File: config.mk
export PLATFORM = sky130hd
export DESIGN_NAME = exb2d_cfg
export DESIGN_NICKNAME = d
export VERILOG_FILES = /design/src/hw/rtl/exb2d_pkg.sv /design/src/hw/rtl/exb2d_cfg.sv
export SDC_FILE = /design/constraint.sdc
export NUM_CORES = 1
export LEC_CHECK = 0
export ABC_AREA = 1
export CAP_MARGIN = 20
export CORE_UTILIZATION = 43
export CTS_CLUSTER_SIZE = 28
export DETAILED_ROUTE_END_ITERATION = 7
export DONT_BUFFER_PORTS = 1
export PLACE_DENSITY = 0.6
export SYNTH_ARGS = -nofsm -noshare
export SYNTH_HDL_FRONTEND = slang
export SYNTH_SLANG_ARGS = --single-unit
File: constraint.sdc
create_clock -name clk -period 1 [get_ports clk]
set_input_delay 0.15 -clock clk [delete_from_list [all_inputs] [get_ports clk]]
set_output_delay 0.15 -clock clk [all_outputs]
set_load 0.03 [all_outputs]
File: src/hw/rtl/exb2d_pkg.sv
// ----------------------------------------------------------------------------
// exb2d_pkg
// Request codes, register indexes, fixed widths and the controller to
// datapath command bundle of the exponential blur unit.
// ----------------------------------------------------------------------------
`default_nettype none

package exb2d_pkg;

    localparam int PIX_W     = 8;
    localparam int ALPHA_W   = 16;
    localparam int ACC_W     = 16;
    localparam int CFG_DIM_W = 9;
    localparam int IDX_W     = 8;
    localparam int APB_AW    = 4;
    localparam int APB_DW    = 32;

    localparam logic [1:0] REQ_WRITE = 2'd0;
    localparam logic [1:0] REQ_BLUR  = 2'd1;
    localparam logic [1:0] REQ_READ  = 2'd2;

    localparam logic [1:0] REG_ALPHA  = 2'd0;
    localparam logic [1:0] REG_ENABLE = 2'd1;
    localparam logic [1:0] REG_WIDTH  = 2'd2;
    localparam logic [1:0] REG_HEIGHT = 2'd3;

    localparam logic [CFG_DIM_W-1:0] DIM_RESET = 9'd256;

    typedef struct packed {
        logic host_wr;    // host pixel write this cycle
        logic host_rd;    // host pixel read this cycle
        logic blur_start; // a blur request was taken
        logic blur_rd;    // fetch the pixel under the filter
        logic mul_en;     // register alpha times the difference
        logic acc_clr;    // start a new sweep with a zero accumulator
        logic acc_wr;     // update accumulator and store the filtered pixel
        logic zero_wr;    // store zero at either end of the line
        logic col_phase;  // lines are columns
    } dp_cmd_t;

endpackage

`default_nettype wire

File: src/hw/rtl/exb2d_cfg.sv
// ----------------------------------------------------------------------------
// exb2d_cfg
// APB register file: filter coefficient, enable and active region size.
// ----------------------------------------------------------------------------
`default_nettype none

module exb2d_cfg (
    input  wire logic                            clk,
    input  wire logic                            rst_n,
    input  wire logic                            psel,
    input  wire logic                            penable,
    input  wire logic                            pwrite,
    input  wire logic [exb2d_pkg::APB_AW-1:0]    paddr,
    input  wire logic [exb2d_pkg::APB_DW-1:0]    pwdata,
    output logic      [exb2d_pkg::APB_DW-1:0]    prdata,
    output logic      [exb2d_pkg::ALPHA_W-1:0]   blur_alpha,
    output logic                                 blur_enable,
    output logic      [exb2d_pkg::CFG_DIM_W-1:0] image_width,
    output logic      [exb2d_pkg::CFG_DIM_W-1:0] image_height
);
    import exb2d_pkg::*;

    logic [ALPHA_W-1:0]   alpha_reg;
    logic                 enable_reg;
    logic [CFG_DIM_W-1:0] width_reg;
    logic [CFG_DIM_W-1:0] height_reg;
    logic                 wr_en;
    logic [1:0]           reg_idx;

    assign wr_en   = psel & penable & pwrite;
    assign reg_idx = paddr[3:2];

    always_ff @(posedge clk or negedge rst_n)
    begin
        if (!rst_n)
        begin
            alpha_reg  <= '0;
            enable_reg <= 1'b0;
            width_reg  <= DIM_RESET;
            height_reg <= DIM_RESET;
        end
        else if (wr_en)
        begin
            case (reg_idx)
                REG_ALPHA:  alpha_reg  <= pwdata[ALPHA_W-1:0];
                REG_ENABLE: enable_reg <= pwdata[0];
                REG_WIDTH:  width_reg  <= pwdata[CFG_DIM_W-1:0];
                REG_HEIGHT: height_reg <= pwdata[CFG_DIM_W-1:0];
                default:    alpha_reg  <= alpha_reg;
            endcase
        end
    end

    always_comb
    begin
        case (reg_idx)
            REG_ALPHA:  prdata = {{(APB_DW-ALPHA_W){1'b0}}, alpha_reg};
            REG_ENABLE: prdata = {{(APB_DW-1){1'b0}}, enable_reg};
            REG_WIDTH:  prdata = {{(APB_DW-CFG_DIM_W){1'b0}}, width_reg};
            REG_HEIGHT: prdata = {{(APB_DW-CFG_DIM_W){1'b0}}, height_reg};
            default:    prdata = '0;
        endcase
    end

    assign blur_alpha   = alpha_reg;
    assign blur_enable  = enable_reg;
    assign image_width  = width_reg;
    assign image_height = height_reg;

endmodule

`default_nettype wire

# Yosys cells after proc, flatten, opt, wreduce, memory -nomap -nowiden
# Cells that the tools add are included.
[word_totals] out_inout_bits=67 ff_bits=35
[classes] n_reduce_logical=5 n_mux=1 eq_ne=3 bitwise=2
[op_table] operator="32-bit case mux with 4 select lines" count=1
[op_table] operator="2-bit AND reduction" count=4
[op_table] operator="2-bit == test, second input constant" count=2
[op_table] operator="1-bit AND" count=2
[op_table] operator="2-bit by 1-bit == test with 1-bit output, second input constant" count=1
[op_table] operator="2-bit zero test" count=1

# Longest topological paths before layout
# Gate-level depths: netlist (run 1).
[logic_depth] ltp_word=3 ltp_mapped=7 depth_no_buf=6

# Worst setup path before layout (run 1)
# No wires, ideal clock.
[synth_timing] path_kind="reg-to-output" start="reg alpha_reg[10] (netlist: blur_alpha[10])" end="out prdata[10] (netlist bit)" setup_slack_ns=-0.148 path_buffers=0 stages_incl_launch_ff=3 arrival_time_ns=0.998 path_cell_list="dfrtp_1 > inv_1 > nor2_1"
[synth_between] elab_chain_cells=1
[synth_rtl] item="start, declared" line_no="exb2d_cfg.sv:23" text="logic [ALPHA_W-1:0] alpha_reg;"
[synth_rtl] item="start signal, assigned" line_no="exb2d_cfg.sv:45" text="REG_ALPHA: alpha_reg <= pwdata[ALPHA_W-1:0];"
[synth_rtl] item="start signal, assigned" line_no="exb2d_cfg.sv:49" text="default: alpha_reg <= alpha_reg;"
[synth_rtl] item="32-bit case mux with 4 select lines" line_no="exb2d_cfg.sv:56" text="case (reg_idx)"
[synth_rtl] item="end, declared" line_no="exb2d_cfg.sv:15" text="output logic [exb2d_pkg::APB_DW-1:0] prdata,"
# No other way between the ends. The select of a mux whose other input is x is not followed.

# Worst setup path after layout (run 1)
[layout_timing] start="reg height_reg[8] (netlist: image_height[8])" end="out prdata[8] (netlist bit)"
[layout_between] elab_chain_cells=1
[layout_rtl] item="start, declared" line_no="exb2d_cfg.sv:26" text="logic [CFG_DIM_W-1:0] height_reg;"
[layout_rtl] item="start signal, assigned" line_no="exb2d_cfg.sv:48" text="REG_HEIGHT: height_reg <= pwdata[CFG_DIM_W-1:0];"
[layout_rtl] item="32-bit case mux with 4 select lines" line_no="exb2d_cfg.sv:56"
# No other way between the ends. The select of a mux whose other input is x is not followed.

==> qor.yml, run 1 <==
drt:
  drt_iter0_drc: 97
  drcViolationCount: 0
  vias: 1675
  viasPerCell: 4.76
  wl_um: 4930
  ant_nets: 0
  firstDrtPassIters: 4
  drt-wirelength-per-cell_um: 14.0
logic_synthesis:
  synth_top_area_cell: "dfrtp_1"
  synth-seq-area-share_pct: 50.6
  netlist.area_leader.share_pct: 47.6
  syn_area_per_cell_um2: 7.52
  synth_area_leaders: "dfrtp_1 48%, nand2_1 29%, buf_4 7.3%"
  ys_seq_elements: 35
  yosysWarnings: 0
  synthCells: 231
  synth_area_um2: 1740
  synthDistinctLibCells: 15
placed_design:
  dp_hpwl_um: 3190
  dp.cells: 319
  portBuffers: 0
  gp_congestion: 0.746
setup_path:
  cp.arrival_ns: 1.05
  worstPathRequired_ns: 0.85
  crit_path_max_fanout: 2
  crit_type: "register to output pin"
  r2r_end: "image_width[0]"
  reg2regPathDepth: 4
  critPathLaunchType: "register"
  critPathLaunch: "image_height[8]"
  rrSetupSlack_ns: 0.09
  cp-end-kind: "output pin"
  timing.rr.start: "image_width[0]"
run:
  drv_cap: 0
cells_and_area:
  fill_cells: 313
  area_growth_pct: 56.6
  finalNonFillerCells: 352
  nNetsFinal: 344
  n_antenna_cell: 0
  drive_gt1_share_pct: 39.5
  fin_util_pct: 72.1
global_route:
  grt_pass1_wl_um: 7470
  grt_max_degree: 36
  grt-ovfl-total: 0
  antenna_found_initial: 0
  grt_pass1_vias: 1623
  grt_util_all_layers_pct: 24.2
worst_hold_path:
  hold_end: "blur_enable"
  min_path_cells: 2
  hold_path.startpoint: "pwdata[0]"
  hold_class: "primary input to register"
power_and_ir_drop:
  p_seq_share_pct: 37.0
  p_switching_mw: 2.21
  max-vdd-ir-drop_mv: 1.26
  switching_share_pct: 41.5
  p_int_mw: 3.12
  power_density_nw_per_um2: 1960
  combPwrFrac_pct: 44.4
  leakagePower_nw: 1.42
  pwr-share-clk_pct: 18.5
  p_total_mw: 5.34
die:
  die_h_um: 65.6
  die_area_um2: 4300
  core_area_um2: 3770
  row_count: 22
  die_w_um: 65.6
  start_util_pct: 46.1
  io_pins: 108
sta:
  setup_viol: 24
  finalSetupTns_ns: -1.71
  skew_ns: 0
  min_period_ns: 1.20
  hold_viol_final: 0
  final_max_slew_viol_count: 0
  finalCritPeriodShare_pct: 120
  worst_slack_ns: -0.202
  fmax_mhz: 832
  rsz0062_at_grt: "true"
run_status:
  failed_checks: "negative setup slack"
  status: "finished with violations"
clocking:
  cts_sinks: 35
  clk_pin_slew_ns: 0.07
  clock_latency_ns: 0.28
  cts_tree: "done"
  numCtsBuffers: 5
  root_buffer: "clkbuf_8"
  cts_buffer_depth: 2
  htreeDepth: 2
power groups by stage:
stage	logic, mW	clock network, mW	registers (mW)
after global routing	2.51	1.07	2.01
after CTS	2.13	0.997	1.92
after floorplan	0.743	0	2.54
final	2.37	0.990	1.98
after detailed placement	1.94	0	1.91
after global placement	1.91	0	1.90
cell usage in the layout, fill, tap and decap left out, types with 3 or more instances in the layout:
| master | count |
|---|---|
| nand3_1 | 4 |
| nand2_2 | 23 |
| inv_2 | 11 |
| nand3_4 | 8 |
| nand2_1 | 113 |
| dfrtp_1 | 29 |
| nor2_4 | 9 |
| dfrtp_2 | 4 |
| buf_4 | 17 |
| buf_6 | 34 |
| clkbuf_8 | 5 |
| conb_1 | 16 |
| nor2_2 | 3 |
| dlygate4sd3_1 | 17 |
final cells by class:
type / count / area [um2] / share of cell area [%]
sequential: 35 / 883 / 32.5
tap: 48 / 60.1 / 2.21
multi-input combinational: 180 / 948 / 34.9
inverter: 12 / 45.0 / 1.66
clock inverter: 1 / 5.00 / 0.184
clock buffer: 7 / 76.3 / 2.81
timing repair buffer: 69 / 701 / 25.8
worst max-delay path, cell delays in order, from the launching register on:
cell and delay, ns:
dfstp_2 0.56, nand2_2 0.08, nand3_4 0.12
sequential cells by signal, summed over array words and instances, names as in the netlist:
signal        count
blur_enable       1
image_height      9
blur_alpha       16
image_width       9
cell usage after synthesis (all sizes together):
cell type	number
nand3	13
dfstp	2
inv	12
nand2	137
dfrtp	33
conb	1
buf	19
nand4	1
nor2	13
logic make-up after synthesis:
family	Yosys count	synth area share [%]
and+or+nand+nor	164	38.7
DFF	35	50.6
buffers and inverters	31	10.5
other	1	0.216
worst max path at each step:
stage,end,slack [ns],depth (start not counted)
detailed placement,blur_alpha[9],-0.02,5
floorplan,prdata[0],-0.03,2
global route,prdata[0],-0.24,3
global placement,blur_alpha[6],0.01,5
CTS,prdata[8],-0.18,2
finish,prdata[8],-0.20,2
routing by layer:
layer	vias up	wire length, um	global-route usage (%)
li1	814	-	-
met4	0	84	10.9
met2	65	2510	41.5
met5	-	0	0
met3	13	338	6.94
met1	783	2000	27.7
metrics by stage:
step                      cell area (um2)  setup WS, ns  hold slack, ns
final                                2720        -0.202          0.0259
after global routing                 2720        -0.239          0.0203
after CTS                            2520        -0.182          -0.452
after detailed placement             2160       -0.0151          -0.145
after global placement               2160        0.0109          -0.145
after floorplan                      1910       -0.0273          -0.146
repair_timing:
item                       4_1_cts  5_1_grt
pin swaps                       15       10
buffers inserted                 1        6
setup endpoints to repair       29       51
hold buffers                    16        2
hold endpoints to repair        69       35
resized for setup               32       36
Power figures use the tool's default switching activity.
==> inputs of run 2 (changes only) <==
--- a/config.mk
+++ b/config.mk
@@ -7,11 +7,12 @@
 export LEC_CHECK = 0
 export ABC_AREA = 1
 export CAP_MARGIN = 20
-export CORE_UTILIZATION = 43
+export CORE_UTILIZATION = 40
 export CTS_CLUSTER_SIZE = 28
 export DETAILED_ROUTE_END_ITERATION = 7
 export DONT_BUFFER_PORTS = 1
-export PLACE_DENSITY = 0.6
+export PLACE_DENSITY = 0.56
+export SKIP_CTS_REPAIR_TIMING = 1
 export SYNTH_ARGS = -nofsm -noshare
 export SYNTH_HDL_FRONTEND = slang
 export SYNTH_SLANG_ARGS = --single-unit
==> qor.yml, run 2 (synthesis results as in run 1) <==
drt:
  viasPerCell: 4.70  # -1.1%
  ant_nets: 0  # unchanged
  drt-wirelength-per-cell_um: 14.1  # +0.35%
  vias: 1642  # -2.0%
  firstDrtPassIters: 4  # unchanged
  drcViolationCount: 0  # unchanged
  drt_iter0_drc: 56  # -42%
  wl_um: 4910  # -0.51%
die:
  row_count: 23  # +4.5%
  die_h_um: 67.9  # +3.6%
  start_util_pct: 42.5  # -3.6 points
  io_pins: 108  # unchanged
  die_area_um2: 4610  # +7.3%
  core_area_um2: 4090  # +8.4%
  die_w_um: 67.9  # +3.6%
global_route:
  grt_pass1_vias: 1333  # -18%
  grt-ovfl-total: 0  # unchanged
  antenna_found_initial: 0  # unchanged
  grt_pass1_wl_um: 6490  # -13%
  grt_util_all_layers_pct: 20.7  # -3.5 points
  grt_max_degree: 36  # unchanged
sta:
  fmax_mhz: 834  # +0.19%
  hold_viol_final: 1  # +1
  holdWs_ns: -0.0258  # -0.0517 ns
  min_period_ns: 1.20  # -0.00229 ns
  worst_slack_ns: -0.199  # +0.00229 ns
  finalCritPeriodShare_pct: 120  # -0.23 points
  final_max_slew_viol_count: 0  # unchanged
  skew_ns: 0  # unchanged
  finalSetupTns_ns: -1.87  # -0.158 ns
  setup_viol: 25  # +4.2%
  rsz0062_at_grt: "true"
placed_design:
  pre_cts_ws_ns: 0.0349  # +0.0500 ns
  portBuffers: 0  # unchanged
  dp_hpwl_um: 3130  # -1.9%
  place_area_um2: 2180  # +0.69%
  gp_congestion: 0.718  # -3.8%
  dp.cells: 321  # +0.63%
cells_and_area:
  fill_cells: 351  # +12%
  design_area_um2: 2690  # -0.97%
  area_growth_pct: 55.0
  drive_gt1_share_pct: 35.8  # -3.7 points
  final_common_cell: "nand2_1"
  regArea_um2: 883  # unchanged
  final_cell_mix: "122 x nand2_1, 34 x buf_6, 29 x dfrtp_1"
  finalNonFillerCells: 349  # -0.85%
  largest_reg_flops: 16  # unchanged
  nNetsFinal: 339  # -1.5%
  multi_input_area_um2: 926  # -2.4%
  n_antenna_cell: 0  # unchanged
setup_path:
  endpoint: "prdata[0]"
  crit_cells: 3  # +1
  worstPathRequired_ns: 0.85  # about the same
  path_cells: "nand3_1, nand4_1, buf_6"
  cp.arrival_ns: 1.05  # about the same
  critPathLaunch: "image_height[0]"
  cp-end-kind: "output pin"
  slowest_delay_ns: 0.41  # -0.15 ns
  critical-path-slowest-cell: "dfrtp_2"
  timing.rr.start: "image_height[8]"
  rrSetupSlack_ns: 0.11  # +0.02 ns
  crit_type: "register to output pin"
  critPathLaunchType: "register"
  reg2regPathDepth: 3  # -1
  crit_path_max_fanout: 2  # unchanged
  crit_family: "flip-flops"
  path_buf_inv: 1  # +1
  r2r_end: "image_height[8]"
run:
  drv_cap: 0  # unchanged
clocking:
  cts_sinks: 35  # unchanged
  htreeDepth: 2  # unchanged
  cts_buffer_depth: 2  # unchanged
  clk_pin_slew_ns: 0.07  # about the same
  numCtsBuffers: 5  # unchanged
  cts_tree: "done"
  root_buffer: "clkbuf_8"
  clock_latency_ns: 0.29  # about the same
power_and_ir_drop:
  leakagePower_nw: 1.40  # -1.5%
  max-vdd-ir-drop_mv: 1.30  # +2.6%
  power_density_nw_per_um2: 2000  # +2.1%
  p_total_mw: 5.40  # +1.1%
run_status:
  failed_checks: "negative hold slack, negative setup slack"
  status: "finished with violations"
worst_hold_path:
  hold_class: "primary input to register"
## run 2: cell types whose count changed in the layout (fill, tap and decap cells not counted), sizes merged
| cell | delta |
|---|---|
| buf | -5 |
| clkbuf | +1 |
| clkinv | -1 |
## run 2: cell type report
| type | count | share of cell area, % |
|---|---|---|
| Inverter | 12 | 1.67 |
| Multi-Input combinational cell | 180 | 34.4 |
| Tap cell | 50 | 2.32 |
| Clock buffer | 8 | 3.72 |
| Sequential cell | 35 | 32.8 |
| Timing Repair Buffer | 64 | 25.1 |
## run 2: metal layers
| layer | track usage (%) | share of wire, % |
|---|---|---|
| met5 | 0 | 0 |
| met4 | 7.81 | 1.2 |
| met3 | 9.00 | 7.6 |
| met2 | 31.3 | 50 |
| met1 | 25.9 | 41 |
## run 2: power by group
| group | switching (mW) | internal, mW | total [mW] | leakage (nW) |
|---|---|---|---|---|
| clock | 0.509 | 0.629 | 1.14 | 0.0515 |
| sequential | 0.252 | 1.72 | 1.98 | 0.435 |
| combinational | 1.43 | 0.859 | 2.28 | 0.912 |
## run 2: worst min path at each step
stage                      endpoint  cells past startpoint  startpoint
finish                blur_alpha[1]                      2   pwdata[1]
detailed placement    blur_alpha[6]                      0       rst_n
CTS                     blur_enable                      0       rst_n
global placement    image_height[6]                      0       rst_n
floorplan             blur_alpha[0]                      0       rst_n
global route          blur_alpha[1]                      2   pwdata[1]
## run 2: per-stage QoR
step | utilization, % | hold WS [ns]
final | 65.9 | -0.0258
after global routing | 65.9 | 0.000162
after CTS | 55.7 | -0.463
after detailed placement | 53.3 | -0.145
after global placement | 53.3 | -0.145
after floorplan | - | -0.146
==> inputs of run 3 (changes only) <==
--- a/config.mk
+++ b/config.mk
@@ -11,6 +11,7 @@
 export CTS_CLUSTER_SIZE = 28
 export DETAILED_ROUTE_END_ITERATION = 7
 export DONT_BUFFER_PORTS = 1
+export MAX_ROUTING_LAYER = met4
 export PLACE_DENSITY = 0.56
 export SKIP_CTS_REPAIR_TIMING = 1
 export SYNTH_ARGS = -nofsm -noshare
==> qor.yml, run 3 (synthesis results as in run 1) <==
placed_design:
  gp_congestion: 0.726  # +1.2%
  dp.cells: 321  # unchanged
  portBuffers: 0  # unchanged
  dp_hpwl_um: 3130  # unchanged
  place_area_um2: 2180  # unchanged
setup_path:
  critical-path-slowest-cell: "dfrtp_2"
  worstPathRequired_ns: 0.85  # about the same
  crit_path_max_fanout: 2  # unchanged
  critPathLaunchType: "register"
  path_cells: "nand3_1, nand4_1, buf_6"
  crit_type: "register to output pin"
  cp-end-kind: "output pin"
  path_buf_inv: 1  # unchanged
  rrSetupSlack_ns: 0.11  # about the same
  crit_family: "flip-flops"
  cp.arrival_ns: 1.05  # about the same
  slowest_delay_ns: 0.41  # about the same
drt:
  drt-wirelength-per-cell_um: 14.1  # about the same
  drt_iter0_drc: 55  # -1.8%
  ant_nets: 0  # unchanged
  vias: 1633  # -0.55%
  drcViolationCount: 0  # unchanged
  firstDrtPassIters: 4  # unchanged
  viasPerCell: 4.68  # -0.55%
  wl_um: 4910  # about the same
global_route:
  grt_pass1_wl_um: 6490  # about the same
  antenna_found_initial: 0  # unchanged
  grt_util_all_layers_pct: 21.3  # +0.60 points
  grt-ovfl-total: 0  # unchanged
  grt_max_degree: 36  # unchanged
  grt_pass1_vias: 1329  # -0.30%
sta:
  finalSetupTns_ns: -1.87  # +0.00163 ns
  min_period_ns: 1.20  # -0.000144 ns
  holdWs_ns: -0.0255  # +0.000354 ns
  worst_slack_ns: -0.199  # +0.000144 ns
  setup_viol: 24  # -4.0%
  hold_viol_final: 1  # unchanged
  finalCritPeriodShare_pct: 120  # about the same
  rsz0062_at_grt: "true"
  fmax_mhz: 834  # about the same
  final_max_slew_viol_count: 0  # unchanged
  skew_ns: 0  # unchanged
cells_and_area:
  design_area_um2: 2690  # unchanged
  fin_util_pct: 65.9  # unchanged
  final_cell_mix: "122 x nand2_1, 34 x buf_6, 29 x dfrtp_1"
  nNetsFinal: 339  # unchanged
  final_common_cell: "nand2_1"
  n_antenna_cell: 0  # unchanged
  drive_gt1_share_pct: 35.8  # unchanged
  area_growth_pct: 55.0  # unchanged
  finalNonFillerCells: 349  # unchanged
  largest_reg_flops: 16  # unchanged
power_and_ir_drop:
  max-vdd-ir-drop_mv: 1.30  # about the same
  power_density_nw_per_um2: 2010  # about the same
  leakagePower_nw: 1.40  # unchanged
die:
  die_w_um: 67.9  # unchanged
  core_area_um2: 4090  # unchanged
  die_h_um: 67.9  # unchanged
  io_pins: 108  # unchanged
  die_area_um2: 4610  # unchanged
  start_util_pct: 42.5  # unchanged
  row_count: 23  # unchanged
run_status:
  failed_checks: "negative hold slack, negative setup slack"
  status: "finished with violations"
clocking:
  root_buffer: "clkbuf_8"
  cts_tree: "done"
  clock_latency_ns: 0.29  # about the same
  cts_sinks: 35  # unchanged
  htreeDepth: 2  # unchanged
  clk_pin_slew_ns: 0.07  # about the same
  cts_buffer_depth: 2  # unchanged
  numCtsBuffers: 5  # unchanged
run:
  drv_cap: 0  # unchanged
worst_hold_path:
  hold_class: "primary input to register"
-- run 3: worst reg2reg max path, delay by kind of cell (launching register included) --
| kind | cells | cell delay, ns |
|---|---|---|
| buf+inv | 1 | 0.16 |
| simple gates | 2 | 0.13 |
| flops | 1 | 0.54 |
-- run 3: metal layers --
layer / routed length, um / global-route usage [%]
met3: 309 / 7.67
met1: 2110 / 26.8
met5: 0 / -
met4: 61 / 7.81
met2: 2430 / 31.3
-- run 3: area by class of cell --
| cell class | count | area (um2) |
|---|---|---|
| Multi-Input combinational cell | 180 | 926 |
| Clock buffer | 8 | 100 |
| Inverter | 12 | 45.0 |
| Sequential cell | 35 | 883 |
| Tap cell | 50 | 62.6 |
| Fill cell | 351 | 1390 |
| Timing Repair Buffer | 64 | 676 |
-- run 3: where the power goes --
group / total (mW) / switching, mW / internal [mW]
combinational: 2.29 / 1.43 / 0.859
clock: 1.14 / 0.510 / 0.629
sequential: 1.98 / 0.252 / 1.72
-- run 3: worst paths after layout --
check / start / endpoint / cells past startpoint
worst min register to register: blur_alpha[8] / blur_alpha[8] / 2
worst max register to register: image_height[8] / image_height[8] / 3
min in group asynchronous: rst_n / image_height[7] / 2
worst min-delay path: pwdata[1] / blur_alpha[1] / 2
worst max-delay path: image_height[0] / prdata[0] / 3
max in group asynchronous: rst_n / image_width[8] / 2
-- run 3: through the flow --
stage	total power, mW	hold slack (ns)	setup slack [ns]
6_report	5.40	-0.0255	-0.199
5_1_grt	5.67	0.000328	-0.256
4_1_cts	4.99	-0.463	-0.203
3_5_place_dp	3.85	-0.145	0.0349
3_3_place_gp	3.82	-0.145	0.0528
2_1_floorplan	3.28	-0.146	-0.0273
