==> src/hw/rtl/exb2d_pkg.sv <==
// ----------------------------------------------------------------------------
// exb2d_pkg
// Request codes, register indexes, fixed widths and the controller to
// datapath command bundle of the exponential blur unit.
// ----------------------------------------------------------------------------
`default_nettype none

package exb2d_pkg;

    localparam int PIX_W     = 8;
    localparam int ALPHA_W   = 16;
    localparam int ACC_W     = 16;
    localparam int CFG_DIM_W = 9;
    localparam int IDX_W     = 8;
    localparam int APB_AW    = 4;
    localparam int APB_DW    = 32;

    localparam logic [1:0] REQ_WRITE = 2'd0;
    localparam logic [1:0] REQ_BLUR  = 2'd1;
    localparam logic [1:0] REQ_READ  = 2'd2;

    localparam logic [1:0] REG_ALPHA  = 2'd0;
    localparam logic [1:0] REG_ENABLE = 2'd1;
    localparam logic [1:0] REG_WIDTH  = 2'd2;
    localparam logic [1:0] REG_HEIGHT = 2'd3;

    localparam logic [CFG_DIM_W-1:0] DIM_RESET = 9'd256;

    typedef struct packed {
        logic host_wr;    // host pixel write this cycle
        logic host_rd;    // host pixel read this cycle
        logic blur_start; // a blur request was taken
        logic blur_rd;    // fetch the pixel under the filter
        logic mul_en;     // register alpha times the difference
        logic acc_clr;    // start a new sweep with a zero accumulator
        logic acc_wr;     // update accumulator and store the filtered pixel
        logic zero_wr;    // store zero at either end of the line
        logic col_phase;  // lines are columns
    } dp_cmd_t;

endpackage

`default_nettype wire

==> src/hw/rtl/exb2d_ctrl.sv <==
// ----------------------------------------------------------------------------
// exb2d_ctrl
// Request decode and the blur sequencer: walks rows then columns, two passes
// per line, each pass a forward and a backward sweep with end zeroing.
// ----------------------------------------------------------------------------
`default_nettype none

module exb2d_ctrl #(
    parameter int MAX_WIDTH  = 256,
    parameter int MAX_HEIGHT = 256,
    parameter int DIM_CW     = 9
) (
    input  wire logic                            clk,
    input  wire logic                            rst_n,
    input  wire logic                            start,
    input  wire logic [1:0]                      req_type,
    input  wire logic                            blur_enable,
    input  wire logic [exb2d_pkg::CFG_DIM_W-1:0] image_width,
    input  wire logic [exb2d_pkg::CFG_DIM_W-1:0] image_height,
    output logic                                 busy,
    output logic                                 result_valid,
    output logic                                 blur_done,
    output exb2d_pkg::dp_cmd_t                   cmd,
    output logic      [DIM_CW-1:0]               line,
    output logic      [DIM_CW-1:0]               pos
);
    import exb2d_pkg::*;

    typedef enum logic [3:0] {
        S_IDLE,
        S_SETUP,
        S_LINE,
        S_F_RD,
        S_F_MUL,
        S_F_ACC,
        S_ZERO_LAST,
        S_B_RD,
        S_B_MUL,
        S_B_ACC,
        S_ZERO_FIRST,
        S_FINISH
    } state_t;

    state_t            state_reg, state_next;
    logic              pass_reg, pass_next;
    logic              phase_reg, phase_next;
    logic [DIM_CW-1:0] line_reg, line_next;
    logic [DIM_CW-1:0] k_reg, k_next;
    logic              valid_reg, valid_next;
    logic              done_reg, done_next;

    logic [DIM_CW-1:0] w_eff, h_eff, n_len, n_lines;
    logic [DIM_CW-1:0] k_inc, k_dec, n_last, line_inc;
    logic              take;

    assign w_eff = (DIM_CW'(image_width) > DIM_CW'(MAX_WIDTH)) ?
                   DIM_CW'(MAX_WIDTH) : DIM_CW'(image_width);
    assign h_eff = (DIM_CW'(image_height) > DIM_CW'(MAX_HEIGHT)) ?
                   DIM_CW'(MAX_HEIGHT) : DIM_CW'(image_height);

    // Row phase: lines are rows of w_eff pixels; column phase the reverse.
    assign n_len    = phase_reg ? h_eff : w_eff;
    assign n_lines  = phase_reg ? w_eff : h_eff;
    assign k_inc    = k_reg + DIM_CW'(1);
    assign k_dec    = k_reg - DIM_CW'(1);
    assign n_last   = n_len - DIM_CW'(1);
    assign line_inc = line_reg + DIM_CW'(1);

    assign busy = (state_reg != S_IDLE);
    assign take = start & ~busy;

    always_comb
    begin
        state_next = state_reg;
        pass_next  = pass_reg;
        phase_next = phase_reg;
        line_next  = line_reg;
        k_next     = k_reg;
        valid_next = 1'b0;
        done_next  = 1'b0;
        cmd        = '0;
        cmd.col_phase = phase_reg;
        pos        = k_reg;

        case (state_reg)
            S_IDLE:
            begin
                if (take)
                begin
                    case (req_type)
                        REQ_WRITE:
                        begin
                            cmd.host_wr = 1'b1;
                        end
                        REQ_READ:
                        begin
                            cmd.host_rd = 1'b1;
                            valid_next  = 1'b1;
                        end
                        REQ_BLUR:
                        begin
                            cmd.blur_start = 1'b1;
                            state_next     = S_SETUP;
                        end
                        default:
                        begin
                            state_next = S_IDLE;
                        end
                    endcase
                end
            end
            S_SETUP:
            begin
                phase_next = 1'b0;
                pass_next  = 1'b0;
                line_next  = '0;
                if (!blur_enable || w_eff == '0 || h_eff == '0)
                    state_next = S_FINISH;
                else
                    state_next = S_LINE;
            end
            S_LINE:
            begin
                cmd.acc_clr = 1'b1;
                k_next      = DIM_CW'(1);
                state_next  = (n_len > DIM_CW'(1)) ? S_F_RD : S_ZERO_LAST;
            end
            S_F_RD:
            begin
                cmd.blur_rd = 1'b1;
                state_next  = S_F_MUL;
            end
            S_F_MUL:
            begin
                cmd.mul_en = 1'b1;
                state_next = S_F_ACC;
            end
            S_F_ACC:
            begin
                cmd.acc_wr = 1'b1;
                k_next     = k_inc;
                state_next = (k_inc == n_len) ? S_ZERO_LAST : S_F_RD;
            end
            S_ZERO_LAST:
            begin
                pos         = n_last;
                cmd.zero_wr = 1'b1;
                cmd.acc_clr = 1'b1;
                k_next      = n_last;
                state_next  = (n_last != '0) ? S_B_RD : S_ZERO_FIRST;
            end
            S_B_RD:
            begin
                pos         = k_dec;
                cmd.blur_rd = 1'b1;
                state_next  = S_B_MUL;
            end
            S_B_MUL:
            begin
                cmd.mul_en = 1'b1;
                state_next = S_B_ACC;
            end
            S_B_ACC:
            begin
                pos        = k_dec;
                cmd.acc_wr = 1'b1;
                k_next     = k_dec;
                state_next = (k_dec == '0) ? S_ZERO_FIRST : S_B_RD;
            end
            S_ZERO_FIRST:
            begin
                pos         = '0;
                cmd.zero_wr = 1'b1;
                state_next  = S_LINE;
                if (!pass_reg)
                begin
                    pass_next = 1'b1;
                end
                else
                begin
                    pass_next = 1'b0;
                    if (line_inc == n_lines)
                    begin
                        line_next = '0;
                        if (!phase_reg)
                            phase_next = 1'b1;
                        else
                            state_next = S_FINISH;
                    end
                    else
                    begin
                        line_next = line_inc;
                    end
                end
            end
            S_FINISH:
            begin
                valid_next = 1'b1;
                done_next  = 1'b1;
                state_next = S_IDLE;
            end
            default:
            begin
                state_next = S_IDLE;
            end
        endcase
    end

    always_ff @(posedge clk or negedge rst_n)
    begin
        if (!rst_n)
        begin
            state_reg <= S_IDLE;
            pass_reg  <= 1'b0;
            phase_reg <= 1'b0;
            line_reg  <= '0;
            k_reg     <= '0;
            valid_reg <= 1'b0;
            done_reg  <= 1'b0;
        end
        else
        begin
            state_reg <= state_next;
            pass_reg  <= pass_next;
            phase_reg <= phase_next;
            line_reg  <= line_next;
            k_reg     <= k_next;
            valid_reg <= valid_next;
            done_reg  <= done_next;
        end
    end

    assign line         = line_reg;
    assign result_valid = valid_reg;
    assign blur_done    = done_reg;

endmodule

`default_nettype wire

==> config.mk <==
export PLATFORM = sky130hd
export DESIGN_NAME = exb2d_ctrl
export DESIGN_NICKNAME = d
export VERILOG_FILES = /design/src/hw/rtl/exb2d_pkg.sv /design/src/hw/rtl/exb2d_ctrl.sv
export SDC_FILE = /design/constraint.sdc
export NUM_CORES = 1
export LEC_CHECK = 0
export BUFFER_PORTS_ARGS = -buffer_cell sky130_fd_sc_hd__buf_4
export CORE_AREA = 4 4 79 81
export DETAILED_ROUTE_END_ITERATION = 10
export DIE_AREA = 0 0 83 85
export MAX_ROUTING_LAYER = met4
export PLACE_DENSITY = 0.9
export SYNTH_ARGS = -nofsm -noshare
export SYNTH_HDL_FRONTEND = slang
export SYNTH_SLANG_ARGS = --single-unit
==> constraint.sdc <==
create_clock -name clk -period 3 [get_ports clk]
set_input_delay 0.3 -clock clk [delete_from_list [all_inputs] [get_ports clk]]
set_output_delay 0.3 -clock clk [all_outputs]
set_load 0.01 [all_outputs]
After elaboration in Yosys (flattened, before gate mapping)
Cells that the tools add are included.
W data, S select, Z words.
{"block": "classes", "addsub": 4, "n_lt_le_gt_ge": 3, "bitwise_logic": 2, "n_eq_ne": 19, "n_reduce_logical": 22, "mux": 38}
{"operator": "$mux W9", "count": 6}
{"operator": "$pmux W4 S11", "count": 1}
{"operator": "$pmux W9 S4", "count": 1}
{"operator": "$mux W4", "count": 7}
{"operator": "$logic_not A9 Y1", "count": 3}
{"operator": "$pmux W9 S3", "count": 1}
{"operator": "$add A9 B1 Y9 const B", "count": 2}
{"operator": "$eq A9 B9 Y1", "count": 2}
{"operator": "$gt A9 B9 Y1 const B", "count": 2}
{"operator": "$pmux W9 S2", "count": 1}
{"operator": "$sub A9 B1 Y9 const B", "count": 2}
{"operator": "$eq A4 B3 Y1 const B", "count": 4}
{"operator": "$eq A4 B4 Y1 const B", "count": 4}
{"operator": "$reduce_or A2 Y1", "count": 7}
{"operator": "$mux W1", "count": 13}
{"operator": "$mux W3", "count": 4}
{"operator": "$gt A9 B1 Y1 const B", "count": 1}
{"operator": "$reduce_bool A9 Y1", "count": 1}
{"operator": "$eq A4 B2 Y1 const B", "count": 2}
{"operator": "$ne A2 B2 Y1 const B", "count": 4}
{"operator": "$pmux W4 S2", "count": 1}
{"operator": "$reduce_bool A4 Y1", "count": 2}
{"operator": "$pmux W1 S2", "count": 3}
{"operator": "$eq A4 B1 Y1 const B", "count": 1}
{"operator": "other kinds (11)", "count": 13}
{"block": "word_totals", "register_bits": 26, "inputBits": 24, "elab_cells": 95, "out_inout_bits": 30}

Longest topological paths before layout
Gate-level depths: netlist of run 1.
{"block": "logic_depth", "depth_word": 7, "depth_mapped": 11, "mapped_depth_nobuf": 10}

Least setup slack after synthesis of run 1
No wires, ideal clock.
{"block": "synth_path", "kind": "register -> output", "start": "reg phase_reg", "end": "out pos[6]", "slack_ns": 0.498, "path_stages_with_launch": 11, "required_time_ns": 2.700, "n_path_buf": 1, "arrival_ns": 2.202, "path_cell_list": "dfrtp_1 > buf_2 > and3b_1 > nor2_1 > ha_1 > inv_1 > nor4_1 > xor2_1 > nor3_1 > o21a_1 > o22a_1"}
{"block": "synth_via", "elab_chain_cells": 3}
{"item": "start, declared", "line_no": "exb2d_ctrl.sv:46", "rtl": "logic phase_reg, phase_next;"}
{"item": "start signal, assigned", "line_no": "exb2d_ctrl.sv:225", "rtl": "phase_reg <= phase_next;"}
{"item": "$mux W9", "line_no": "exb2d_ctrl.sv:62", "rtl": "assign n_len = phase_reg ? h_eff : w_eff;"}
{"item": "$sub A9 B1 Y9", "line_no": "exb2d_ctrl.sv:66", "rtl": "assign n_last = n_len - DIM_CW'(1);"}
{"item": "$pmux W9 S3", "line_no": "exb2d_ctrl.sv:85", "rtl": "case (state_reg)"}
{"item": "end, declared", "line_no": "exb2d_ctrl.sv:25", "rtl": "output logic [DIM_CW-1:0] pos"}
Every way passes these cells.

Final worst setup path of run 1
Ends and elaborated chain as after synthesis.

==> run summary, run 1 <==
The ratio of cells with drive above 1 in the final layout is 22.59%. The worst setup path is captured at an output port. The number of fill cells in the layout came out at 469. The number of diodes came out at 0. In this run the power density over the cells is 652.1 nW/um^2. The first global-routing pass estimated 15970 microns of wire. The net switching share of the total power is 48.73%.

The worst-path maximum fanout is 4. The final cell count without fillers came out at 528. The proportion of synthesized area in mux cells came out at 1.355%.

The number of global-route vias before repair came to 3260. The total power came out at 2.440 mW. The number of warning messages in the yosys log is 0. The mean instance size in the synthesized netlist came out at 7.770 sq um. The final critical delay including setup and external delays came out at 2.865 ns. On the critical path, the stage with the largest delay is an instance of sky130_fd_sc_hd__dfrtp_1.

Counting every sink on the clock net gives 26. The worst slew margin relative to its limit is 58.68%. The signal on the critical path passes through and3b_1 > or2_4 > inv_2 > ha_2 > inv_1 > nor4_2 > xor2_1 > nor3_2 > o21a_1 > o22a_1 > buf_4. The remaining design rule violation count is 0.

The floorplan die height is 85 microns. The number of instances in the synthesized netlist is 404. The largest vdd supply drop came out at 0.4410 mV.

The combinational family with the most area after synthesis is simple AND/OR/NAND/NOR gates. The area added between synthesis and finish is 19.21%. The CTS tree is done. The start-to-end type of the worst setup path is reg -> out.

The part of the total power dissipated in the clock network came out at 10.1%. The total count of max-transition violations in the final report came out at 0. The maximum level of the CTS H-tree is 1. The die footprint came out at 7055 sq um. After Yosys synthesis, and, or, nand and nor cells account for 34.72% of the synthesized area. The HPWL reported at the end of detailed placement is 7299 microns.

The total nets after synthesis came out at 435. The clock root buffer master is sky130_fd_sc_hd__clkbuf_8. Across the run, the number of max-cap violations was 0. The clock latency on the worst-skew pair is 0.28 ns. Setup repair after global routing left no endpoint under its margin.

The iteration count of the initial detailed-routing pass is 5. The fraction of the mapped netlist area in adder cells came out at 2.790%. The floorplan has 27 rows. The first routing iteration left 345 violations. The maximum number of pins on one net before global-route repair is 28. The final setup violation count is 0. Adding up every negative setup slack in the final design gives 0 ns. The biggest cell delay along the critical path came out at 0.40 ns. The final count of hold timing violations came out at 0. The overall fraction of global-route tracks in use is 27.73%.

The number of port buffers is 53. The core footprint is 5473 sq um. The end-of-flow core utilization came out at 68.38%.

The number of placed instances, taps included, is 523. Synthesis inferred 26 register bits. The initial utilization of the core area, before any placement, comes to 57.36%. Data on the critical path is required at its endpoint by 2.70 ns. The clock skew after layout is 0.002987 ns. For this block, the via count after detailed routing is 3457.

The final weighted congestion in routability-driven placement is 0.9370. Using the TritonRoute via totals, the vias-per-cell ratio works out to 6.547. In this run the worst hold path is classified as in -> reg. The post-layout instance area came out at 3742 sq um. The data arrival time at the worst-slack endpoint came out at 2.57 ns. The combined area of all synthesized cells is 3139 sq um.

The final antenna-violating net count is 0. The flow ran to the end, and the final reports show no timing, DRC or antenna violations. In this run the power spent charging and discharging nets is 1.189 mW. The dominant delay contributor by cell family on the critical path is simple AND/OR/NAND/NOR gates. The count of boundary I/O pins is 54. The initial antenna violation count is 0.

The clock-pin slew on the worst setup and hold paths came out at 0.10 ns. STA classifies the critical path startpoint as a register. The highest clock rate came out at 0.3490 GHz. For this run, the post-layout net count is 488. TritonCTS created 3 clock buffers. Counting flops with a built-in enable in the synthesized netlist gives 0. The register share of total power came out at 23.8%. Summed over all layers, the routed wires come to 9669 microns. The share of the Yosys chip area taken by registers is 20.73%. No sink is reached through more buffers than the 2 on the longest clock path.

The overflow left after global routing is 0. The placement-stage cell area came out at 3643 sq um. Per report_power, the combinational group accounts for 66.2% of the total. The number of distinct standard cells referenced by the synthesized netlist is 69.

The floorplan step set the die width to 83 microns. The buffering stage count on the worst path with inverters included came out at 3. The fraction of the cycle the final worst path needs came out at 95.50%. The internal power of the cells totals 1.251 mW.

The average wire length per cell after detail routing came out at 18.31 microns. At the pin with the least slew margin, the transition time is 0.6175 ns. The static leakage power is 1.642 nW. The predominant post-synthesis flop cell is sky130_fd_sc_hd__dfrtp_1. The share of the synthesized area in compound gates (AO/OA/AOI/OAI) came out at 25.19%.

After synthesis, the share of flip-flops with an asynchronous set or reset is 100.0%. The xor/xnor cell area share of the yosys netlist is 9.526%.
==> final timing paths <==
path | from | to | slack, ns | cells after the start
max in group asynchronous | rst_n | state_reg[1]$_DFFE_PN0P_ | 2.27 | 2
worst max-delay path | phase_reg$_DFFE_PN0P_ | pos[6] | 0.13 | 11
worst min-delay path | req_type[0] | state_reg[0]$_DFFE_PN0P_ | 0.40 | 3
worst min register to register | pass_reg$_DFFE_PN0P_ | pass_reg$_DFFE_PN0P_ | 0.61 | 2
worst max register to register | line[1]$_DFFE_PN0P_ | line[4]$_DFFE_PN0P_ | 0.24 | 8
min in group asynchronous | rst_n | phase_reg$_DFFE_PN0P_ | 0.46 | 2
==> metrics by stage <==
stage / worst slack [ns] / hold WS [ns]
6_report: 0.1350 / 0.4031
4_1_cts: 0.02644 / 0.4078
3_5_place_dp: 0.1605 / 0.2393
3_3_place_gp: 0.2537 / 0.2414
2_1_floorplan: 0.4976 / 0.004409
5_1_grt: 0.008800 / 0.4164
==> power by group through the flow <==
stage / Sequential (mW) / Combinational [mW] / Clock [mW]
6_report: 0.580 / 1.61 / 0.246
5_1_grt: 0.596 / 1.76 / 0.265
3_5_place_dp: 0.580 / 1.57 / 0
3_3_place_gp: 0.569 / 1.53 / 0
4_1_cts: 0.574 / 1.58 / 0.245
2_1_floorplan: 0.531 / 1.07 / 0
==> kinds of logic (layout without fill, tap and decap cells) <==
family	Yosys count	count (layout)
DFF	26	26
muxes	3	3
adders and majority gates	7	7
AOI/OAI and AO/OA	107	107
buffers and inverters	40	92
xor gates and xnor gates	31	31
and+or+nand+nor	190	190
==> layout by cell type (no fill, tap or decap), types with 7 or more instances in the layout <==
cell type	synthesis	layout
sky130_fd_sc_hd__buf_4	4	70
sky130_fd_sc_hd__nor2_1	32	31
sky130_fd_sc_hd__nand2_1	30	30
sky130_fd_sc_hd__dfrtp_1	26	26
sky130_fd_sc_hd__nand3_1	21	21
sky130_fd_sc_hd__xnor2_1	18	18
sky130_fd_sc_hd__o21ai_0	17	16
sky130_fd_sc_hd__nor3b_1	17	16
sky130_fd_sc_hd__inv_1	16	15
sky130_fd_sc_hd__nor3_1	16	15
sky130_fd_sc_hd__a21oi_1	13	13
sky130_fd_sc_hd__xor2_1	11	11
sky130_fd_sc_hd__nand2b_1	10	10
sky130_fd_sc_hd__a31oi_1	10	10
sky130_fd_sc_hd__a211oi_1	8	8
sky130_fd_sc_hd__and3_1	7	7
sky130_fd_sc_hd__o211ai_1	7	7
==> cell type report <==
cell class | count | area (sq um) | share of cell area, %
Sequential cell | 26 | 650.6 | 17.39
Clock buffer | 4 | 55.05 | 1.471
Inverter | 16 | 60.06 | 1.605
Tap cell | 72 | 90.09 | 2.407
Multi-Input combinational cell | 338 | 2340 | 62.52
Timing Repair Buffer | 72 | 546.8 | 14.61
==> tightest hold or removal path, delay by kind of cell <==
kind / cells / cell delay [ns]
AO/OA/AOI/OAI: 2 / 0.22
buffers and inverters: 1 / 0.12
==> what timing repair did <==
action | 4_1_cts | 5_1_grt
setup endpoints to repair | 2 | 4
resized for setup | 5 | 5
endpoints found under the hold margin | 26 | 0
setup buffers | 0 | 0
hold buffers | 1 | 0
pin swaps | 1 | 2
==> cell usage after synthesis, drive strengths merged (6+ instances only) <==
master / n / area share [%]
or3: 6 / 1.2
nand2b: 10 / 2.0
a211oi: 8 / 1.9
and3: 7 / 1.4
clkbuf: 13 / 1.6
nor3: 17 / 2.9
nor2b: 6 / 1.2
inv: 16 / 1.9
dfrtp: 26 / 21
xnor2: 18 / 5.0
a21oi: 13 / 2.1
o211ai: 7 / 1.7
buf: 11 / 2.2
o21ai: 18 / 2.9
ha: 7 / 2.8
xor2: 11 / 3.1
nor2: 34 / 4.2
and3b: 6 / 1.7
nand2: 31 / 3.9
nand4: 6 / 1.4
a22oi: 6 / 1.4
nand3b: 6 / 1.4
nor3b: 17 / 4.1
nor4: 7 / 2.1
nand3: 21 / 3.3
a31oi: 11 / 2.7
==> layer usage <==
metal | vias up | global-route usage, % | share of wire (%)
li1 | 1605 | - | -
met1 | 1642 | 35.75 | 40
met2 | 192 | 46.79 | 49
met3 | 18 | 3.301 | 9.4
met4 | 0 | 6.241 | 1.5
met5 | - | - | 0
Note: power is estimated with default switching activity, not from simulation.
==> inputs of run 2 (changes only) <==
--- a/config.mk
+++ b/config.mk
@@ -5,12 +5,14 @@
 export SDC_FILE = /design/constraint.sdc
 export NUM_CORES = 1
 export LEC_CHECK = 0
-export BUFFER_PORTS_ARGS = -buffer_cell sky130_fd_sc_hd__buf_4
+export BUFFER_PORTS_ARGS = -buffer_cell sky130_fd_sc_hd__buf_2
 export CORE_AREA = 4 4 79 81
 export DETAILED_ROUTE_END_ITERATION = 10
 export DIE_AREA = 0 0 83 85
+export GPL_ROUTABILITY_DRIVEN = 0
 export MAX_ROUTING_LAYER = met4
 export PLACE_DENSITY = 0.9
+export SETUP_SLACK_MARGIN = 0.3
 export SYNTH_ARGS = -nofsm -noshare
 export SYNTH_HDL_FRONTEND = slang
 export SYNTH_SLANG_ARGS = --single-unit
==> run summary, run 2 (same netlist as run 1, synthesis figures left out) <==
The run finished with clean final reports. The net switching share of the total power is 49.23%. The buffering stage count on the worst path with inverters included came out at 3.

The core region is 5473 sq um. The commonest non-fill, non-tap cell in the layout is sky130_fd_sc_hd__buf_2. The maximum number of pins on one net before global-route repair came out at 30.

The number of port buffers is 53. The static leakage power came out at 1.635 nW. Dividing total power by cell area gives a power density of 669.6 nW/um^2. The dominant delay contributor by cell family on the critical path is simple AND/OR/NAND/NOR gates.

The die footprint is 7055 sq um. The number of violations reported at the end of detailed-routing iteration 0 is 377. The fraction of the cycle the final worst path needs came out at 94.78%. The TritonCTS sink count is 26. The count of boundary I/O pins is 54. In this run the power spent charging and discharging nets is 1.235 mW. The combined flip-flop and latch cell area is 651.9 sq um. The number of nets at the end of the flow is 488.

The number of global-route vias before repair was 3351. The ratio of cells with drive above 1 in the final layout came out at 26.75%. In this run the horizontal extent of the chip is 83 microns. In this run the deepest clock path goes through 2 buffers. The max-capacitance violation count is 0. The CTS buffer count is 3. In this run the register-to-register setup slack is 0.39 ns. The overflow left after global routing came out at 0. The starting density of the core is 57.36%. The path class of the tightest hold or removal check is in -> async. Including well taps, the total number of placed cells is 520. The data arrival time at the worst-slack endpoint came out at 2.54 ns. In the final layout, the multi-input gates occupy 2440 sq um. The HPWL reported at the end of detailed placement came out at 7054 microns.

The worst setup path is of the reg -> out kind. The part of the total power dissipated in combinational logic came out at 63.4%. Wires add up to 9961 microns. The clock-pin slew on the worst setup and hold paths came out at 0.11 ns. Excluding fillers, the count of instances in the completed layout stands at 529. The internal power contribution is 1.274 mW. TritonCTS built the clock tree. The worst register-to-register path begins at phase_reg$_DFFE_PN0P_.

The end-of-flow core utilization is 68.47%. The final count of hold timing violations was 0. The standard cell with the maximum stage delay on the critical path is sky130_fd_sc_hd__dfrtp_2.

Registers are responsible for 24.2% of the overall power. The worst-path maximum fanout is 4. CTS built an H-tree with a depth of 1. The initial antenna violation count came out at 1. The critical path goes through and3b_1 > or2_4 > inv_4 > ha_4 > inv_2 > nor4_2 > xor2_1 > nor3_2 > o21a_1 > o22a_1 > buf_2. Clock latency on the worst-skew pair, taken at its later pin, is 0.29 ns. The worst setup path is captured at an output port. The overall fraction of global-route tracks in use is 27.43%. The worst setup path is launched from a register.

The aggregate negative setup slack is 0 ns. The total count of max-transition violations in the final report is 0. The first global-routing pass estimated 15810 microns of wire. The final critical delay including setup and external delays came out at 2.843 ns. For the pin with the worst max-slew slack, the measured transition is 0.7119 ns. The iteration count of the initial detailed-routing pass came out at 5.

The worst-case IR drop observed on VDD is 0.4939 mV. The floorplan die height came out at 85 microns. The total power is 2.509 mW. The worst slew margin relative to its limit is 52.37%. The number of hold buffers added after CTS came out at 0.

Based on the critical path, the design can be clocked at up to 0.3517 GHz. The floorplan has 27 rows. The depth of the most critical reg-to-reg path came out at 10. Setup repair after global routing could not meet its margin everywhere. Dividing the detail-routed via count by the number of cells gives 6.783. The capture point of the worst reg-to-reg path is state_reg[0]$_DFFE_PN0P_. CTS placed an instance of sky130_fd_sc_hd__clkbuf_8 at the clock tree root. From synthesis to final layout, the design area changed by 19.37%. The share of total power dissipated in the clock network is 12.4%.

The remaining design rule violation count is 0. The required time of the critical path came out at 2.70 ns. The total number of vias is 3588. Setup violations remaining at the end of the flow were counted as 0.

The worst slack at placement came out at 0.08127 ns. The final antenna-violating net count came out at 0. The worst setup margin came out at 0.1566 ns.

The number of fill cells in the layout is 429. The average wire length per cell after detail routing is 18.83 microns. In the layout the commonest cells are sky130_fd_sc_hd__buf_2, sky130_fd_sc_hd__nor2_1, sky130_fd_sc_hd__nand2_1. The biggest cell delay along the critical path came out at 0.44 ns. The clock skew after layout came out at 0.02006 ns.
[run 2: cell count changes in the layout (fill, tap and decap cells not counted), sizes merged]
cell / previous run / this run
clkinvlp: 0 / 1
dlygate4sd3: 1 / 0
bufinv: 0 / 1
clkbuf: 4 / 3
buf: 71 / 72
diode: 0 / 1
inv: 16 / 15
[run 2: worst max-delay path by stage]
stage	startpoint	to	slack [ns]	depth (start not counted)
floorplan	phase_reg$_DFFE_PN0P_	pos[6]	0.50	10
global route	phase_reg$_DFFE_PN0P_	pos[6]	0.09	11
CTS	phase_reg$_DFFE_PN0P_	pos[6]	0.17	11
finish	phase_reg$_DFFE_PN0P_	pos[6]	0.16	11
detailed placement	phase_reg$_DFFE_PN0P_	pos[6]	0.08	11
global placement	phase_reg$_DFFE_PN0P_	pos[6]	0.21	11
[run 2: cell type report]
| class | instances | area share, % |
|---|---|---|
| diodes | 1 | 0.06678 |
| multi-input cells | 338 | 65.11 |
| repair buffers | 72 | 11.35 |
| well taps | 72 | 2.404 |
| inverters | 16 | 1.770 |
| flip-flops and latches | 26 | 17.40 |
| clock buffers | 3 | 1.102 |
| clock inverters | 1 | 0.8013 |
[run 2: worst reg2reg max path, delay by kind of cell, from the launching register on]
| family | cells | cell delay, ns |
|---|---|---|
| buffers and inverters | 3 | 0.46 |
| xor gates and xnor gates | 1 | 0.09 |
| DFF | 1 | 0.44 |
| AOI/OAI and AO/OA | 2 | 0.32 |
| and+or+nand+nor | 4 | 1.18 |
[run 2: power by group through the flow]
stage,clock [mW],sequential (mW),combinational (mW)
after floorplan,0,0.531,1.07
after global placement,0,0.590,1.41
after detailed placement,0,0.597,1.46
after CTS,0.310,0.593,1.49
after global routing,0.321,0.623,1.72
final,0.310,0.607,1.59
[run 2: through the flow]
stage	hold WS [ns]	cell area [sq um]
final	0.01659	3747
after global routing	0.07299	3747
after CTS	0.05058	3656
after detailed placement	0.3651	3488
after global placement	0.3583	3488
after floorplan	0.004409	3139
[run 2: repair_timing]
item	in CTS	in global routing
setup buffers	3	1
endpoints found under the setup margin	10	18
pin swaps	4	4
gates resized for setup	18	19
[run 2: routing by layer]
metal	part of all wire (%)	vias to the layer above	track usage (%)
met4	3.8	0	11.29
met1	39	1696	32.16
met2	48	234	46.50
met5	0	-	-
met3	9.0	47	4.854
li1	-	1611	-
